[config.mk]
export PLATFORM = sky130hd
export DESIGN_NAME = cfla_ctrl
export DESIGN_NICKNAME = d
export VERILOG_FILES = /design/src/cfla_pkg.sv /design/src/cfla_ctrl.sv
export SDC_FILE = /design/constraint.sdc
export NUM_CORES = 1
export LEC_CHECK = 0
export BUFFER_PORTS_ARGS = -buffer_cell sky130_fd_sc_hd__buf_4
export CAP_MARGIN = 25
export CORE_MARGIN = 2
export CORE_UTILIZATION = 53
export DETAILED_ROUTE_END_ITERATION = 16
export PLACE_DENSITY_LB_ADDON = 0.05
export REMOVE_ABC_BUFFERS = 1
export SETUP_SLACK_MARGIN = 0.5
export SLEW_MARGIN = 20
export SYNTH_ARGS = -nofsm -noshare
export SYNTH_HDL_FRONTEND = slang
export SYNTH_SLANG_ARGS = --single-unit
[constraint.sdc]
create_clock -name aclk -period 1.9 [get_ports aclk]
set_input_delay 0.285 -clock aclk [delete_from_list [all_inputs] [get_ports aclk]]
set_output_delay 0.285 -clock aclk [all_outputs]
set_load 0.03 [all_outputs]
[src/cfla_pkg.sv]
// Package for the chunked free-list allocator: shared widths, codes,
// reset values and the controller/datapath command and status types.
// No dependencies.
package cfla_pkg;

    localparam int DEF_MAX_CHUNKS = 8;
    localparam int DEF_SLOTS      = 8192;

    localparam int IB_W = 17;   // item_bytes
    localparam int CB_W = 19;   // chunk_bytes, also span
    localparam int OP_W = 3;

    localparam logic [IB_W-1:0] ITEM_RST  = IB_W'(16);
    localparam logic [CB_W-1:0] CHUNK_RST = CB_W'(32 * 1024);
    localparam logic [IB_W-1:0] ITEM_MIN  = IB_W'(4);

    localparam logic [OP_W-1:0] OP_ALLOC    = 3'd0;
    localparam logic [OP_W-1:0] OP_FREE     = 3'd1;
    localparam logic [OP_W-1:0] OP_OWNER    = 3'd2;
    localparam logic [OP_W-1:0] OP_FREE_ALL = 3'd3;
    localparam logic [OP_W-1:0] OP_DRAIN    = 3'd4;

    localparam logic [1:0] ST_OK       = 2'd0;
    localparam logic [1:0] ST_FULL     = 2'd1;
    localparam logic [1:0] ST_NOT_OWN  = 2'd2;
    localparam logic [1:0] ST_MISALIGN = 2'd3;

    typedef enum logic [4:0] {
        C_NONE,
        C_GEOM_START,
        C_GEOM_N,
        C_GEOM_SPAN,
        C_ACCEPT,
        C_HEAD_RD,
        C_SCAN_NEXT,
        C_FULL,
        C_LINK,
        C_POP_LK,
        C_POP_WR,
        C_TOTAL,
        C_OWNED,
        C_NOTOWN,
        C_DIV_OFF,
        C_MISAL,
        C_FREE_WR,
        C_DRAIN,
        C_OUT
    } cmd_t;

    typedef struct packed {
        logic            dirty;
        logic            div_done;
        logic            cnt_eq;
        logic            head_free;
        logic            can_new;
        logic            slot_last;
        logic            in_pool;
        logic            above;
        logic            rem_zero;
        logic            out_free;
        logic [OP_W-1:0] op;
    } dp_sts_t;

endpackage

[src/cfla_ctrl.sv]
// Allocator controller: sequences alloc, free, owner, free-all, drain and
// geometry updates through datapath commands. Depends on cfla_pkg.
module cfla_ctrl (
    input  logic              aclk,
    input  logic              aresetn,
    input  logic              s_tvalid,
    output logic              s_tready,
    input  cfla_pkg::dp_sts_t sts,
    output cfla_pkg::cmd_t    cmd
);
    import cfla_pkg::*;

    typedef enum logic [4:0] {
        S_IDLE, S_GEOM, S_GWAIT, S_GSPAN, S_DISP,
        S_SCAN, S_SCHK, S_NEW, S_LINK, S_HRD, S_POPLK, S_POPWR,
        S_CHK, S_FSRCH, S_FDIV, S_FWR, S_FA, S_OUT
    } state_t;

    state_t state_reg, state_next;

    always_ff @(posedge aclk) begin
        if (!aresetn) state_reg <= S_IDLE;
        else          state_reg <= state_next;
    end

    always_comb begin
        state_next = state_reg;
        cmd        = C_NONE;
        s_tready   = 1'b0;
        case (state_reg)
            S_IDLE: begin
                if (sts.dirty) begin
                    state_next = S_GEOM;
                end else begin
                    s_tready = 1'b1;
                    if (s_tvalid) begin
                        cmd        = C_ACCEPT;
                        state_next = S_DISP;
                    end
                end
            end
            S_GEOM: begin
                cmd        = C_GEOM_START;
                state_next = S_GWAIT;
            end
            S_GWAIT: begin
                if (sts.div_done) begin
                    cmd        = C_GEOM_N;
                    state_next = S_GSPAN;
                end
            end
            S_GSPAN: begin
                cmd        = C_GEOM_SPAN;
                state_next = S_IDLE;
            end
            S_DISP: begin
                case (sts.op)
                    OP_ALLOC: state_next = S_SCAN;
                    OP_FREE, OP_OWNER: begin
                        cmd        = C_TOTAL;
                        state_next = S_CHK;
                    end
                    OP_FREE_ALL: state_next = S_FA;
                    OP_DRAIN: begin
                        cmd        = C_DRAIN;
                        state_next = S_OUT;
                    end
                    default: state_next = S_OUT;
                endcase
            end
            S_SCAN: begin
                if (sts.cnt_eq) begin
                    state_next = S_NEW;
                end else begin
                    cmd        = C_HEAD_RD;
                    state_next = S_SCHK;
                end
            end
            S_SCHK: begin
                if (sts.head_free) begin
                    cmd        = C_POP_LK;
                    state_next = S_POPWR;
                end else begin
                    cmd        = C_SCAN_NEXT;
                    state_next = S_SCAN;
                end
            end
            S_NEW: begin
                if (sts.can_new) begin
                    state_next = S_LINK;
                end else begin
                    cmd        = C_FULL;
                    state_next = S_OUT;
                end
            end
            S_LINK: begin
                cmd = C_LINK;
                if (sts.slot_last) state_next = (sts.op == OP_ALLOC) ? S_HRD : S_FA;
            end
            S_HRD: begin
                cmd        = C_HEAD_RD;
                state_next = S_POPLK;
            end
            S_POPLK: begin
                cmd        = C_POP_LK;
                state_next = S_POPWR;
            end
            S_POPWR: begin
                cmd        = C_POP_WR;
                state_next = S_OUT;
            end
            S_CHK: begin
                if (sts.op == OP_OWNER) begin
                    cmd        = C_OWNED;
                    state_next = S_OUT;
                end else if (!sts.in_pool) begin
                    cmd        = C_NOTOWN;
                    state_next = S_OUT;
                end else begin
                    state_next = S_FSRCH;
                end
            end
            S_FSRCH: begin
                if (sts.above) begin
                    cmd = C_SCAN_NEXT;
                end else begin
                    cmd        = C_DIV_OFF;
                    state_next = S_FDIV;
                end
            end
            S_FDIV: begin
                if (sts.div_done) begin
                    if (sts.rem_zero) begin
                        cmd        = C_HEAD_RD;
                        state_next = S_FWR;
                    end else begin
                        cmd        = C_MISAL;
                        state_next = S_OUT;
                    end
                end
            end
            S_FWR: begin
                cmd        = C_FREE_WR;
                state_next = S_OUT;
            end
            S_FA: begin
                state_next = sts.cnt_eq ? S_OUT : S_LINK;
            end
            S_OUT: begin
                if (sts.out_free) begin
                    cmd        = C_OUT;
                    state_next = S_IDLE;
                end
            end
            default: state_next = S_IDLE;
        endcase
    end

    a_accept_disp: assert property (@(posedge aclk) disable iff (!aresetn)
        (s_tvalid && s_tready) |=> state_reg == S_DISP) else $error("accept not dispatched");
    a_ready_clean: assert property (@(posedge aclk) disable iff (!aresetn)
        s_tready |-> !sts.dirty) else $error("ready with stale geometry");
    a_out_idle: assert property (@(posedge aclk) disable iff (!aresetn)
        cmd == C_OUT |=> state_reg == S_IDLE) else $error("result not followed by idle");

endmodule
==> results of run 1 <==
[metrics by stage]
stage / instances / TNS, ns
after CTS: 222 / -0.455
after detailed placement: 208 / -0.197
after global placement: 208 / -0.149
after floorplan: 129 / -1.39
[cells by family after synthesis]
logic type / synth area share
and+or+nand+nor: 0.473
xor gates and xnor gates: 0.00906
DFF: 0.103
buffers and inverters: 0.0595
AOI/OAI and AO/OA: 0.354
[timing repair]
action,4_1_cts
pin swaps,9
resized for setup,39
setup buffers,10
setup endpoints to repair,11
endpoints found under the hold margin,0
==> flow_metrics.env, run 1 <==
export IMPL_synthTopCellsByCount="nand2_1, nor2_1, nor3_1, buf_2, nor2b_1"
export IMPL_cts_buffers=3
export IMPL_synth_cell_types=46
export IMPL_seq_area_frac_synth=0.103
export IMPL_die_x_um=46.7
export IMPL_ctsHoldBuffers=0
export IMPL_haltStage="global routing"
export IMPL_synthArstFlopShare=0
export IMPL_status="stopped before the end"
export IMPL_cts_max_path_buffers=2
export IMPL_rows=15
export IMPL_synth_top_area_share=0.103
export IMPL_htree_levels=1
export IMPL_initial_core_util=0.560
export IMPL_yosysTopAreaCell="dfxtp_1"
export IMPL_ys_warn_count=0
export IMPL_synth_avg_cell_area_sq_um=7.01
export IMPL_place_congestion=0.948
export IMPL_dpl_instance_area_sq_mm=0.00137
export IMPL_place_ws_ns=-0.0934
export IMPL_synth_flop_cell="dfxtp_1"
export IMPL_portBuffers=21
export IMPL_clock_sink_count=5
export IMPL_synth_ff_latch_count=5
export IMPL_dieHeight_um=46.7
export IMPL_dp_hpwl_mm=2.90
export IMPL_boundaryPins=22
export IMPL_synthCells=138
export IMPL_grt_max_degree=13
export IMPL_synth_area_leaders="dfxtp_1, nand2_1, nor2_1"
export IMPL_worst_ep_kind="output port"
export IMPL_error_line="[ERROR DPL-0038] Utilization greater than 100%, impossible to legalize"
export IMPL_netlist_area_sq_um=967
export IMPL_synth_edf_count=0
export IMPL_cts_root_buffer="clkbuf_4"
export IMPL_crit_endpoint="cmd[0]"
==> inputs of run 2 (changes only) <==
- CORE_AREA: default -> 2 2 63 65
- CORE_MARGIN: 2 -> default
- CORE_UTILIZATION: 53 -> default
- DIE_AREA: default -> 0 0 65 67
- PLACE_DENSITY_LB_ADDON: 0.05 -> 0.15
- SETUP_SLACK_MARGIN: 0.5 -> default
==> run 2 against run 1 <==
The flow now finishes, with violations (negative setup slack). Synthesized cell count did not move. Area after synthesis did not move.
==> flow_metrics.env, run 2 <==
export IMPL_synthCells=138
export IMPL_yosysTopAreaCell="dfxtp_1"
export IMPL_cp_start_kind="flip-flop"
export IMPL_drt_first_iter_violations=105
export IMPL_grt_pass1_wl_mm=6.41
export IMPL_ys_warn_count=0
export IMPL_synth_flop_cell="dfxtp_1"
export IMPL_p_per_area_mw_per_mm2=1280
export IMPL_required_ns=1.62
export IMPL_slew_viol_final=0
export IMPL_p_leak_nw=0.720
export IMPL_portBuffers=21
export IMPL_synth_edf_count=0
export IMPL_boundaryPins=22
export IMPL_clock_sink_count=5
export IMPL_setup_worst_path_class="flip-flop to output pin"
export IMPL_finClkSkew_ns=0.00108
export IMPL_grt_pass1_vias=1318
export IMPL_min_path_type="primary input to flip-flop"
export IMPL_cts_buffers=3
export IMPL_antenna_found_initial=0
export IMPL_firstDrtPassIters=4
export IMPL_violations="negative setup slack"
export IMPL_finalCriticalPeriod_ns=2.02
export IMPL_place_ws_ns=-0.0375
export IMPL_htree_levels=1
export IMPL_hold_viol=0
export IMPL_rows=22
export IMPL_dp_hpwl_mm=3.12
export IMPL_max_slew_margin=0.640
export IMPL_min_to="state_reg[4]"
export IMPL_status="complete, but fails checks"
export IMPL_seq_area_frac_synth=0.103
export IMPL_place_inst=234
export IMPL_synth_cell_types=46
export IMPL_final_common_cell="buf_4"
export IMPL_vias=1367
export IMPL_fill_cells=367
export IMPL_worst_slack_ns=-0.123
export IMPL_dieHeight_um=67
export IMPL_critPathCaptureType="output pin"
export IMPL_final_cell_mix="buf_4, nor2_1, buf_6"
export IMPL_worstPathMaxFanout=6
export IMPL_coreArea_sq_mm=0.00361
export IMPL_grt_max_degree=17
export IMPL_wire_per_inst_um=16.3
export IMPL_cpPeakStageDelay_ns=0.36
export IMPL_tightest_slew_ns=0.536
export IMPL_grt_overflow=0
export IMPL_areaGrowthSynthToFinish_pct=79.3
export IMPL_ctsHoldBuffers=0
export IMPL_synthArstFlopShare=0
export IMPL_worstPathArrival_ns=1.74
export IMPL_clkSlewWorstSetupHoldPaths_ns=0.03
export IMPL_synth_area_leaders="dfxtp_1, nand2_1, nor2_1"
export IMPL_synth_top_area_share=0.103
export IMPL_finalSetupViolCount=4
export IMPL_total_power_mw=2.22
export IMPL_post_route_drc_count=0
export IMPL_die_x_um=65
export IMPL_dieArea_sq_mm=0.00436
export IMPL_rsz0062_at_grt="true"
export IMPL_final_nets=219
export IMPL_synthTopCellsByCount="nand2_1, nor2_1, nor3_1, buf_2, nor2b_1"
export IMPL_r2r_cells=6
export IMPL_stdcell_count=250
export IMPL_diodes=0
export IMPL_r2r_end="state_reg[0]"
export IMPL_finalWirelength_mm=4.09
export IMPL_cts_tree="yes"
export IMPL_antenna_left=0
export IMPL_worstHoldPathCells=2
export IMPL_ir_worst_vdd_mv=0.650
export IMPL_grt_use_total=0.193
export IMPL_initial_core_util=0.268
export IMPL_clk_latency_ns=0.22
export IMPL_crit_slowest_cell="dfxtp_4"
export IMPL_synth_avg_cell_area_sq_um=7.01
export IMPL_dpl_instance_area_sq_mm=0.00142
export IMPL_cts_root_buffer="clkbuf_8"
export IMPL_finalCritPeriodShare=1.06
export IMPL_place_congestion=0.928
export IMPL_final_layout_size_suffix_gt1_frac=0.505
export IMPL_largest_reg_flops=5
export IMPL_max_freq_mhz=494
export IMPL_netlist_area_sq_um=967
export IMPL_max_cap_violations=0
export IMPL_synth_ff_latch_count=5
export IMPL_fin_area_sq_mm=0.00173
export IMPL_path_cells="buf_4 > nand2_4 > nor3_1 > a221oi_2 > nand3_1 > or3_1 > buf_6"
export IMPL_reg2reg_from="state_reg[2]"
export IMPL_vias_per_cell=5.47
export IMPL_r2r_slack_ns=0.04
export IMPL_cts_max_path_buffers=2
export IMPL_hp_start="aresetn"
-- run 2: cell counts after synthesis --
Identical to the previous run, type by type.
-- run 2: worst max-delay path by stage --
stage / from / endpoint / depth (start not counted)
after floorplan: state_reg[0] / cmd[2] / 4
after global placement: state_reg[1] / cmd[2] / 6
after detailed placement: state_reg[4] / cmd[0] / 6
after CTS: state_reg[3] / cmd[0] / 7
after global routing: state_reg[1] / cmd[0] / 7
final: state_reg[1] / cmd[0] / 7
-- run 2: timing repair --
item                                    4_1_cts  5_1_grt
pin swaps                                     9        6
hold endpoints to repair                      0        0
resized for setup                            41        8
setup buffers                                 9        3
endpoints found under the setup margin        5       10
-- run 2: logic make-up after synthesis --
kind of cell / share of synthesized area
buffers and inverters: 0.0595
AND/OR/NAND/NOR: 0.473
XOR/XNOR: 0.00906
flip-flops: 0.103
AO/OA/AOI/OAI: 0.354
-- run 2: area by class of cell --
| type | instances | area (sq um) | area share |
|---|---|---|---|
| sequential | 5 | 114 | 0.0657 |
| clock buffer | 4 | 45.0 | 0.0260 |
| inverter | 3 | 11.3 | 0.00649 |
| multi-input combinational | 121 | 932 | 0.538 |
| timing repair buffer | 69 | 572 | 0.330 |
| tap | 48 | 60.1 | 0.0346 |
-- run 2: metal layers --
layer  up-vias  track usage  part of all wire
met5         -            0                 0
met4         0       0.0559             0.015
met3         8       0.0203             0.042
met2        46        0.341              0.51
met1       643        0.244              0.44
li1        670            -                 -
-- run 2: report_power, final --
group          internal [mW]  total [mW]  switching, mW
logic                  0.919        1.79          0.876
clock network          0.144       0.195         0.0513
registers              0.157       0.226         0.0691
-- run 2: worst max-delay path, delay by kind of cell (launching register included) --
family	cells	cell delay, ns
flip-flops	1	0.36
AO/OA/AOI/OAI	1	0.29
buffers and inverters	2	0.29
AND/OR/NAND/NOR	4	0.58
-- run 2: stage by stage --
stage               hold WS, ns   util  setup TNS [ns]
CTS                       0.314  0.464          -0.137
global placement          0.512  0.394          -0.203
global route              0.315  0.481          -0.589
detailed placement        0.517  0.394         -0.0621
finish                    0.313  0.481          -0.250
floorplan                 0.402      -           -1.39
No activity file was read; power rests on OpenSTA's default activity.
==> inputs of run 3 (changes only) <==
- ABC_AREA: default -> 1
==> run 3 against run 2 <==
The flow now finishes without violations. Sequential cell count is the same. Via count shrank 21%. First-iteration DRC count shrank 69%. Cell area shrank 26%. Sequential power grew 12%. Worst hold slack gained 0.037 ns. Non-clock buffer count shrank 40. Core utilization shrank 13 points. Power shrank 25%. Setup slack gained 0.20 ns. Critical endpoint unchanged. Largest cell class unchanged. Largest power group unchanged.
==> flow_metrics.env, run 3 <==
export IMPL_status="finished clean"
export IMPL_clkSlewWorstSetupHoldPaths_ns=0.04
export IMPL_dieArea_sq_mm=0.00436
export IMPL_vias=1086
export IMPL_seq_area_frac_synth=0.123
export IMPL_final_nets=212
export IMPL_yosysMostFrequentCell="nand2_1"
export IMPL_met1_usage=0.183
export IMPL_max_cap_violations=0
export IMPL_final_common_cell="nand2_1"
export IMPL_r2r_cells=8
export IMPL_cts_root_buffer="clkbuf_8"
export IMPL_finalCriticalPeriod_ns=1.82
export IMPL_synthTopCellsByCount="nand2_1, nor2_1, inv_1, a21oi_1, nand3_1"
export IMPL_rows=22
export IMPL_ys_warn_count=0
export IMPL_finalWirelength_mm=2.83
export IMPL_min_path_type="primary input to flip-flop"
export IMPL_firstDrtPassIters=4
export IMPL_clock_sink_count=5
export IMPL_synth_edf_count=0
export IMPL_cts_tree="yes"
export IMPL_slew_viol_final=0
export IMPL_synth_top_area_share=0.226
export IMPL_finish_utilization=0.354
export IMPL_coreArea_sq_mm=0.00361
export IMPL_synth_cell_types=23
export IMPL_setup_worst_path_class="flip-flop to output pin"
export IMPL_p_leak_nw=0.650
export IMPL_tightest_slew_ns=0.295
export IMPL_netlist_area_sq_um=813
export IMPL_max_freq_mhz=549
export IMPL_ctsHoldBuffers=0
export IMPL_use_met3=0.0101
export IMPL_grt_use_total=0.140
export IMPL_final_cell_mix="nand2_1, buf_4, nor2_1"
export IMPL_dp_hpwl_mm=2.44
export IMPL_final_layout_size_suffix_gt1_frac=0.359
export IMPL_diodes=0
export IMPL_finalCritPeriodShare=0.959
export IMPL_r2r_slack_ns=0.41
export IMPL_finalSetupViolCount=0
export IMPL_ir_worst_vdd_mv=0.596
export IMPL_worstPathArrival_ns=1.54
export IMPL_portBuffers=21
export IMPL_hold_viol=0
export IMPL_largest_reg_flops=5
export IMPL_synth_flop_cell="dfxtp_1"
export IMPL_min_to="state_reg[4]"
export IMPL_initial_core_util=0.226
export IMPL_busiest_layer="met2"
export IMPL_critPathCaptureType="output pin"
export IMPL_post_route_drc_count=0
export IMPL_synth_area_leaders="nand2_1, nor2_1, dfxtp_1"
export IMPL_wire_per_inst_um=11.7
export IMPL_grt_max_degree=7
export IMPL_reg2reg_from="state_reg[1]"
export IMPL_htree_levels=1
export IMPL_grt_overflow=0
export IMPL_whs_ns=0.350
export IMPL_r2r_end="state_reg[0]"
export IMPL_dieHeight_um=67
export IMPL_p_per_area_mw_per_mm2=1310
export IMPL_fill_cells=412
export IMPL_hp_start="aresetn"
export IMPL_cp_start_kind="flip-flop"
export IMPL_grt_pass1_vias=1040
export IMPL_drt_first_iter_violations=33
export IMPL_synth_avg_cell_area_sq_um=5.02
export IMPL_yosysTopAreaCell="nand2_1"
export IMPL_finClkSkew_ns=0.00366
export IMPL_max_slew_margin=0.801
export IMPL_clk_latency_ns=0.23
export IMPL_place_congestion=0.875
export IMPL_die_x_um=65
export IMPL_grtUsageMet2=0.236
export IMPL_synthArstFlopShare=0
export IMPL_synth_ff_latch_count=5
export IMPL_synthCells=162
export IMPL_cts_buffers=3
export IMPL_antenna_found_initial=0
export IMPL_vias_per_cell=4.47
export IMPL_grt_pass1_wl_mm=4.66
export IMPL_required_ns=1.62
export IMPL_boundaryPins=22
export IMPL_worstHoldPathCells=3
export IMPL_worstPathMaxFanout=5
export IMPL_areaGrowthSynthToFinish_pct=56.9
export IMPL_antenna_left=0
export IMPL_cts_max_path_buffers=2
==> run 3: area by class of cell <==
class	count	area, sq um	share of cell area
tap	48	60.1	0.0471
clock buffer	4	45.0	0.0353
timing repair buffer	29	225	0.176
multi-input combinational	131	729	0.572
sequential	5	116	0.0912
inverter	26	100	0.0784
==> run 3: routing by layer <==
metal  up-vias  share of wire
li1        582              -
met1       479           0.46
met2        20           0.48
met3         5          0.035
met4         0          0.019
met5         -              0
==> run 3: what timing repair did <==
action                                  4_1_cts  5_1_grt
resized for setup                             8       33
endpoints found under the setup margin        5        5
setup buffers                                 0        4
pin swaps                                     0        4
==> run 3: logic make-up (layout without fill, tap and decap cells) <==
kind of cell / Yosys count / in the layout / share of synthesized area
DFF: 5 / 5 / 0.123
and+or+nand+nor: 111 / 111 / 0.622
AOI/OAI and AO/OA: 20 / 20 / 0.135
buffers and inverters: 26 / 59 / 0.120
==> run 3: report_power, final <==
| part | switching [mW] | internal, mW | leakage (nW) |
|---|---|---|---|
| Sequential | 0.0839 | 0.168 | 0.0442 |
| Clock | 0.0565 | 0.144 | 0.0228 |
| Combinational | 0.761 | 0.454 | 0.583 |
==> run 3: worst max-delay path by stage <==
stage	startpoint	to	slack, ns	depth (start not counted)
floorplan	state_reg[2]	cmd[2]	0.16	7
global placement	state_reg[1]	cmd[3]	0.13	8
detailed placement	state_reg[1]	cmd[3]	0.14	8
CTS	state_reg[1]	cmd[3]	0.01	8
global route	state_reg[1]	cmd[0]	-0.006	7
finish	state_reg[1]	cmd[0]	0.08	7
==> run 3: critical path: stages, from the launching register on <==
cell and delay, ns:
dfxtp_4 0.35, buf_4 0.14, nor2_4 0.16, nand2_1 0.12
a21oi_1 0.21, a31oi_1 0.07, nand4_1 0.09, buf_4 0.16
==> run 3: stage by stage <==
stage	setup slack, ns	instances	cell area [sq um]	power (mW)	TNS [ns]
3_5_place_dp	0.137	235	1060	1.21	0
4_1_cts	0.0137	239	1120	1.44	0
5_1_grt	-0.00580	243	1280	1.79	-0.00735
2_1_floorplan	0.159	162	813	0.886	0
6_report	0.0784	243	1280	1.67	0
3_3_place_gp	0.128	235	1060	1.22	0
